--- src/sv/assert_macros.svh ---
// Assertion macros shared by the RTL. The clock is clk and the reset rst_n in every user.
`ifndef ASSERT_MACROS_SVH
`define ASSERT_MACROS_SVH
`ifndef SYNTHESIS
`define NMT_ASSERT_SAME(label, ante, cons) \
  label: assert property (@(posedge clk) disable iff (!rst_n) (ante) |-> (cons)) \
    else $error("assertion failed");
`define NMT_ASSERT_NEXT(label, ante, cons) \
  label: assert property (@(posedge clk) disable iff (!rst_n) (ante) |=> (cons)) \
    else $error("assertion failed");
`else
`define NMT_ASSERT_SAME(label, ante, cons)
`define NMT_ASSERT_NEXT(label, ante, cons)
`endif
`endif

--- src/sv/nmt_ram.sv ---
module nmt_ram #(
  parameter int WIDTH = 8,
  parameter int DEPTH = 16
) (
  input  logic                     clk,
  input  logic                     we,
  input  logic [$clog2(DEPTH)-1:0] waddr,
  input  logic [WIDTH-1:0]         wdata,
  input  logic [$clog2(DEPTH)-1:0] raddr,
  output logic [WIDTH-1:0]         rdata
);

  logic [WIDTH-1:0] mem [DEPTH];

  always_ff @(posedge clk) begin
    if (we) begin
      mem[waddr] <= wdata;
    end
    rdata <= mem[raddr];
  end

endmodule
--- config.mk ---
export PLATFORM = sky130hd
export DESIGN_NAME = nmt_ram
export DESIGN_NICKNAME = d
export VERILOG_FILES = /design/src/sv/assert_macros.svh /design/src/sv/nmt_ram.sv
export SDC_FILE = /design/constraint.sdc
export NUM_CORES = 1
export LEC_CHECK = 0
export BUFFER_PORTS_ARGS = -buffer_cell sky130_fd_sc_hd__buf_2
export CAP_MARGIN = 20
export CORE_UTILIZATION = 60
export DETAILED_ROUTE_END_ITERATION = 6
export PLACE_DENSITY = 0.78
export SLEW_MARGIN = 20
export SYNTH_ARGS = -nofsm -noshare
export SYNTH_HDL_FRONTEND = slang
export SYNTH_SLANG_ARGS = --single-unit
--- constraint.sdc ---
create_clock -name clk -period 5.02 [get_ports clk]
set_clock_uncertainty 0.1 [all_clocks]
set_input_delay 0.251 -clock clk [delete_from_list [all_inputs] [get_ports clk]]
set_output_delay 0.251 -clock clk [all_outputs]
set_load 0.02 [all_outputs]
# == Yosys cells after proc, flatten, opt, wreduce, memory -nomap -nowiden ==
# Memory sizes are Yosys's and may differ from the RTL's. A register that Yosys moved wholly into a read port is not among the register bits.
# Cells that the tools add are included.
# word_totals
in_bits,18
register_bits,0
ramBits,128
output_inout_bits,8
mem_count,1
# mem_list
name,depth,word_bits,read_ports,rd_clocked_by_memory_dff,write_ports,line,source
mem,16,8,1,1,1,nmt_ram.sv:13,logic [WIDTH-1:0] mem [DEPTH];
# op_classes
muxes,2
# ops
operator,count
$mux W1,2

# == Depth between registers and ports, before layout ==
# Gate-level depths: netlist of the first run.
# depth
depth_word,2
mapped_depth,5
mapped_depth_nobuf,3

# == Worst setup path after synthesis of the first run ==
# OpenSTA, ideal clock, no wires.
# synth_timing
kind,input port to flip-flop
from,in waddr[2]
to,"mem mem[0][0], enable pin"
n_path_buf,0
slack_ps,3176
path_stages,2
setup_ps,383
arrival_ps,1361
cell_sequence,or3b_2 > nor3_1
# synth_rtl
element,line,source
"start, declared",nmt_ram.sv:7,"input logic [$clog2(DEPTH)-1:0] waddr,"
"end, declared",nmt_ram.sv:13,
# Straight into the memory's write port.

==> results of run 1 <==
-- routing by layer --
layer  routed length, um  share of wire  track usage
met5                   0              0            0
met4                 106          0.011       0.0947
met3                 889          0.093       0.0692
met2                4540           0.48        0.346
met1                4000           0.42        0.367
-- power by group through the flow --
stage | Sequential, mW | Clock, mW | Combinational, mW
after floorplan | 1.31 | 0 | 0.0644
after global placement | 1.30 | 0 | 0.114
after detailed placement | 1.30 | 0 | 0.118
after CTS | 1.28 | 1.34 | 0.118
after global routing | 1.28 | 1.40 | 0.128
final | 1.28 | 1.33 | 0.118
-- worst max-delay path, stage by stage --
cell and delay [ns]:
sky130_fd_sc_hd__buf_2 0.76, sky130_fd_sc_hd__mux4_1 0.65, sky130_fd_sc_hd__a22oi_1 0.31, sky130_fd_sc_hd__nand2_1 0.08
-- synth_stat cells --
cell type	number
sky130_fd_sc_hd__and2b_1	1
sky130_fd_sc_hd__a22oi_1	16
sky130_fd_sc_hd__buf_4	1
sky130_fd_sc_hd__dfxtp_1	8
sky130_fd_sc_hd__edfxtp_1	128
sky130_fd_sc_hd__nand2_1	9
sky130_fd_sc_hd__mux4_1	14
sky130_fd_sc_hd__mux4_2	18
sky130_fd_sc_hd__nor2_1	13
sky130_fd_sc_hd__nand3_1	1
sky130_fd_sc_hd__buf_2	3
sky130_fd_sc_hd__nand2b_1	2
sky130_fd_sc_hd__clkdlybuf4s25_2	3
sky130_fd_sc_hd__or3b_2	1
sky130_fd_sc_hd__nor3_1	4
sky130_fd_sc_hd__nor2b_1	1
sky130_fd_sc_hd__and2_1	1
sky130_fd_sc_hd__buf_6	3
sky130_fd_sc_hd__nand3b_1	2
-- layout make-up --
cell class	instances	area (sq um)	share of cell area
sequential	136	4000	0.669
timing repair buffer	28	148	0.0247
clock buffer	18	418	0.0698
multi-input combinational	83	1060	0.178
tap	105	131	0.0220
clock inverter	14	221	0.0370
-- placed cells by master, fill, tap and decap left out, types with 2 or more instances in the layout --
cell type,synthesis,layout
sky130_fd_sc_hd__clkbuf_16,0,16
sky130_fd_sc_hd__nor3_1,4,3
sky130_fd_sc_hd__a22oi_1,16,16
sky130_fd_sc_hd__buf_2,3,25
sky130_fd_sc_hd__nand2b_1,2,2
sky130_fd_sc_hd__dfxtp_1,8,8
sky130_fd_sc_hd__mux4_2,18,18
sky130_fd_sc_hd__nor2_1,13,13
sky130_fd_sc_hd__clkinvlp_4,0,2
sky130_fd_sc_hd__nand2_1,9,9
sky130_fd_sc_hd__mux4_1,14,14
sky130_fd_sc_hd__bufinv_16,0,5
sky130_fd_sc_hd__nand3b_1,2,2
sky130_fd_sc_hd__edfxtp_1,128,128
sky130_fd_sc_hd__inv_6,0,3
sky130_fd_sc_hd__buf_4,1,3
sky130_fd_sc_hd__clkinv_4,0,3
-- sequential cells by signal, summed over array words and instances, names as in the netlist --
signal,flops
mem,128
rdata,8
-- kinds of logic (layout without fill, tap and decap cells) --
logic type / Yosys count / after routing / synth area share
compound gates: 16 / 16 / 0.0233
buf+inv: 10 / 60 / 0.0168
mux: 32 / 32 / 0.150
simple gates: 35 / 35 / 0.0318
flops: 136 / 136 / 0.778
-- per-stage QoR --
stage	area, sq um	power, mW	setup slack, ns	hold slack, ns
global placement	5340	1.41	2.53	0.528
global route	5980	2.80	3.11	0.00628
CTS	5980	2.74	3.21	0.00186
finish	5980	2.73	3.24	0.0229
floorplan	5150	1.37	3.18	0.250
detailed placement	5350	1.42	2.66	0.537
-- worst max path at each step --
| stage | endpoint | slack, ns | cells after the start |
|---|---|---|---|
| after global placement | mem[0][0] | 2.53 | 3 |
| after detailed placement | rdata[4] | 2.66 | 4 |
| after floorplan | mem[0][0] | 3.18 | 2 |
| after global routing | rdata[4] | 3.11 | 4 |
| final | rdata[5] | 3.24 | 4 |
| after CTS | rdata[4] | 3.21 | 4 |
==> metrics.yaml, run 1 <==
outcome:
  run_status: "finished, final reports clean"
power_and_ir_drop:
  sw_pwr_mw: 0.550
  share_seq_of_total_power: 0.469
  share_clk_of_total_power: 0.488
  vdd_drop_max_uv: 247
  power_per_cell_area_nw_per_um2: 456
  comb_power_share: 0.043
  power.switching_fraction: 0.202
  total_leakage_power_nw: 2.02
  internal_power_mw: 2.18
clocking:
  cts-htree-levels: 4
  root_buffer: "sky130_fd_sc_hd__clkbuf_8"
  post_cts.repair.setup_buffers: 0
  clkLatencyLatePin_ns: 0.52
  cts_buffers: 17
  tritoncts: "done"
  ctsHoldBuffers: 0
  postCtsResizedCells: 0
  path_clk_slew_ns: 0.06
  clock-sinks: 136
  max-clock-path-buffers: 2
min_path:
  hold-path-cell-count: 1
  worstHoldEndpoint: "mem[14][2]"
  worstHoldPathType: "input pin to flip-flop"
  worst_hold_startpoint: "wdata[2]"
route:
  drt.antenna.violating_nets: 0
  drt_first_pass_iters: 4
  route.vias.total: 2396
  drt_first_iter_violations: 235
  drt-total-wl_mm: 9.54
  routed_via_density: 6.24
  remaining_drc_errors: 0
  wl_per_cell_um: 24.8
finish:
  post_route_cells_drive_above_1_share: 0.280
  post_layout_nonfiller_instances: 384
  fillerInstances: 486
  net_total_in_the_final_layout: 284
  final_core_utilization: 0.725
  diodes: 0
  area_growth_pct: 16.3
grt:
  grt_max_degree: 33
  grt_pass1_wl_mm: 14.6
  globalRouteOverflowTotal: 0
  initial_antenna_violation_count: 0
  grt_pass1_vias: 2413
  grt_util_all_layers: 0.245
place:
  place_congestion: 0.820
  cell_count_after_placement: 352
  port-buffer-count: 25
  hpwl_dp_mm: 5.57
floorplanning:
  floorplan.initialDensity: 0.623
  core_region_area_sq_um: 8260
  rows: 33
  die_width_um: 94.6
  floorplan.io_pins: 26
  die_outline_area_sq_um: 8950
  y_dimension_of_the_die_um: 94.6
run:
  cap_viol_max_count: 0
critical_path:
  r2r.worst_path.cells: 3
  data_arrival_critical_path_ns: 2.08
  critical_path_class: "input pin to flip-flop"
  ff2ff_setup_slack_ns: 3.54
  crit-reg2reg-capture: "rdata[4]"
  worst-path-max-fanout: 32
  crit_path_start: "raddr[0]"
  end_kind: "flip-flop"
  worst-endpoint-required_ns: 5.32
  startpoint_of_the_lowest_slack_register_to_register_path: "mem[10][4]"
  startpoint_class_of_the_critical_path: "input pin"
timing:
  max-slew-margin-rel: 0.318
  setup_total_negative_slack_ns: 0
  max_freq_mhz: 560
  final.period_utilization: 0.355
  max_slew.worst_pin.slew_ns: 1.02
  number_of_hold_violations_in_the_final_report: 0
  fin_max_slew_vios: 0
  timing.final.crit_period_ns: 1.78
  grt_setup_unrepaired: "no"
  timing.final.setup_violations: 0
logic_synthesis:
  ys_types: 19
  yosysWarningCount: 0
  post_syn_area_sq_um: 5150
  synth_largest_area_cell: "sky130_fd_sc_hd__edfxtp_1"
  ys_seq_area_frac: 0.778
  synth.top_cell.area_share: 0.747
  number_of_synthesized_register_bits: 136
  postSynthCellCount: 229
  mappedNetlistNets: 247
  synth_top_cells_by_area: "sky130_fd_sc_hd__edfxtp_1 75%, sky130_fd_sc_hd__mux4_2 7.9%, sky130_fd_sc_hd__mux4_1 7.1%, sky130_fd_sc_hd__dfxtp_1 3.1%, sky130_fd_sc_hd__a22oi_1 2.3%"
  syn_area_per_cell_sq_um: 22.5
(Power assumes the default switching activity.)
==> inputs of run 2 (changes only) <==
==> constraint.sdc (replaced) <==
create_clock -name clk -period 1.8 [get_ports clk]
set_clock_uncertainty 0.1 [all_clocks]
set_input_delay 0.09 -clock clk [delete_from_list [all_inputs] [get_ports clk]]
set_output_delay 0.09 -clock clk [all_outputs]
set_load 0.02 [all_outputs]
==> run 2 against run 1 <==
  * Via count rose by 7.8%
  * Register-to-register slack worse by 3.3 ns
  * Non-clock buffer count up 27
  * Sequential power grew to 2.8 times the previous value
  * Die area stayed put
  * Hold slack better by 0.033 ns
  * Core utilization is 3.1 points higher
==> metrics.yaml, run 2 (synthesis gave the netlist of run 1 again) <==
timing:
  grt_setup_unrepaired: "no"
  number_of_hold_violations_in_the_final_report: 0  # unchanged
  max_slew.worst_pin.slew_ns: 0.461  # -0.562 ns
  timing.final.setup_violations: 0  # unchanged
  setup_total_negative_slack_ns: 0  # unchanged
  timing.final.crit_period_ns: 1.55
  final.period_utilization: 0.863
  timing.final.ws_setup_ns: 0.247  # -2.99 ns
  max_freq_mhz: 644
  max-slew-margin-rel: 0.692  # +0.375
  fin_max_slew_vios: 0  # unchanged
clocking:
  clock-sinks: 136  # unchanged
  clkLatencyLatePin_ns: 0.51  # about the same
  max-clock-path-buffers: 2  # unchanged
  tritoncts: "done"
  post_cts.repair.setup_buffers: 0  # unchanged
  postCtsResizedCells: 0  # unchanged
  cts-htree-levels: 4  # unchanged
  ctsHoldBuffers: 8  # +8
  root_buffer: "sky130_fd_sc_hd__clkbuf_8"
  cts_buffers: 17  # unchanged
  path_clk_slew_ns: 0.06  # about the same
run:
  cap_viol_max_count: 0  # unchanged
floorplanning:
  die_width_um: 94.6  # unchanged
  floorplan.initialDensity: 0.623  # unchanged
  y_dimension_of_the_die_um: 94.6  # unchanged
  rows: 33  # unchanged
  floorplan.io_pins: 26  # unchanged
  die_outline_area_sq_um: 8950  # unchanged
  core_region_area_sq_um: 8260  # unchanged
critical_path:
  startpoint_class_of_the_critical_path: "flip-flop"
  cp_num_buf_inv: 0  # -1
  critical-path-max-stage-delay_ns: 0.53  # -0.23 ns
  data_arrival_critical_path_ns: 1.84  # -0.24 ns
  critical_path.cell_chain: "mux4_1 -> a22oi_1 -> nand2_1"
  worst-path-max-fanout: 1  # -97%
  worst-endpoint-required_ns: 2.08  # -3.24 ns
  worst_path_max_delay_cell: "sky130_fd_sc_hd__mux4_1"
  critical_path_class: "flip-flop to flip-flop"
  timing.critical_path.max_delay_family: "multiplexers"
  end_kind: "flip-flop"
place:
  hpwl_dp_mm: 5.89  # +5.7%
  place_congestion: 0.767  # -6.5%
  dp_worst_setup_slack_ns: 0.138  # -2.52 ns
  port-buffer-count: 25  # unchanged
route:
  drt-total-wl_mm: 10.9  # +14%
  route.vias.total: 2584  # +7.8%
  remaining_drc_errors: 0  # unchanged
  wl_per_cell_um: 26.5  # +6.8%
  drt_first_iter_violations: 227  # -3.4%
  routed_via_density: 6.29  # +0.76%
  drt_first_pass_iters: 4  # unchanged
  drt.antenna.violating_nets: 0  # unchanged
finish:
  net_total_in_the_final_layout: 311  # +9.5%
  largest_register_ff_count: 128  # unchanged
  largest_register: "mem"
  reg_top3: "mem x128, rdata x8"
  diodes: 0  # unchanged
  layout_commonest_cell: "sky130_fd_sc_hd__edfxtp_1"
  area_growth_pct: 21.3
  most-common-layout-cells: "128 x sky130_fd_sc_hd__edfxtp_1, 25 x sky130_fd_sc_hd__buf_2, 19 x sky130_fd_sc_hd__buf_4"
  post_route_cells_drive_above_1_share: 0.314  # +0.0342
power_and_ir_drop:
  share_seq_of_total_power: 0.465  # -0.004
  sw_pwr_mw: 1.50  # +170%
  total_leakage_power_nw: 2.17  # +7.7%
  share_clk_of_total_power: 0.486  # -0.002
  vdd_drop_max_uv: 715  # +190%
  power_per_cell_area_nw_per_um2: 1230  # +170%
  comb_power_share: 0.049  # +0.006
  power.switching_fraction: 0.196  # -0.00578
  internal_power_mw: 6.16  # +180%
grt:
  initial_antenna_violation_count: 0  # unchanged
  globalRouteOverflowTotal: 0  # unchanged
  grt_pass1_wl_mm: 16.0  # +9.7%
  grt_util_all_layers: 0.274  # +0.0292
  grt_pass1_vias: 2580  # +6.9%
  grt_max_degree: 33  # unchanged
min_path:
  worstHoldPathType: "input pin to flip-flop"
outcome:
  run_status: "finished, final reports clean"
## run 2: through the flow
| stage | cell area, sq um | hold WS, ns | total power, mW | util | std cells |
|---|---|---|---|---|---|
| after CTS | 6240 | 0.0328 | 7.69 | 0.756 | 411 |
| after detailed placement | 5520 | 0.371 | 3.98 | 0.668 | 371 |
| after floorplan | 5150 | 0.0889 | 3.83 | - | 229 |
| after global placement | 5520 | 0.357 | 3.97 | 0.668 | 371 |
| after global routing | 6240 | 0.0410 | 7.86 | 0.756 | 411 |
| final | 6240 | 0.0559 | 7.67 | 0.756 | 411 |
## run 2: area by class of cell
class / instances / area (sq um)
clock buffers: 20 / 445
fillers: 454 / 2010
flip-flops and latches: 136 / 4000
multi-input cells: 83 / 1060
repair buffers: 55 / 408
clock inverters: 12 / 198
well taps: 105 / 131
## run 2: worst paths after layout
path	start	end	slack [ns]	cells past startpoint
worst max register to register	mem[1][5]	rdata[5]	0.25	3
worst min-delay path	waddr[0]	mem[4][4]	0.06	3
worst min register to register	mem[8][3]	rdata[3]	0.59	3
worst max-delay path	mem[1][5]	rdata[5]	0.25	3
## run 2: worst min-delay path: cells and delay by family
| family | cells | cell delay, ns |
|---|---|---|
| buffers and inverters | 2 | 0.33 |
| and+or+nand+nor | 1 | 0.07 |
## run 2: power groups by stage
stage          registers (mW)  logic (mW)  clock network [mW]
5_1_grt                  3.57       0.402                3.89
6_report                 3.56       0.377                3.72
4_1_cts                  3.56       0.379                3.75
2_1_floorplan            3.65       0.180                   0
3_3_place_gp             3.62       0.346                   0
3_5_place_dp             3.63       0.356                   0
## run 2: layer usage
layer,track usage,wire (um),vias up
met5,0,0,-
met4,0.117,141,0
met3,0.0596,1170,16
met2,0.420,5450,147
met1,0.386,4150,1314
li1,-,-,1107
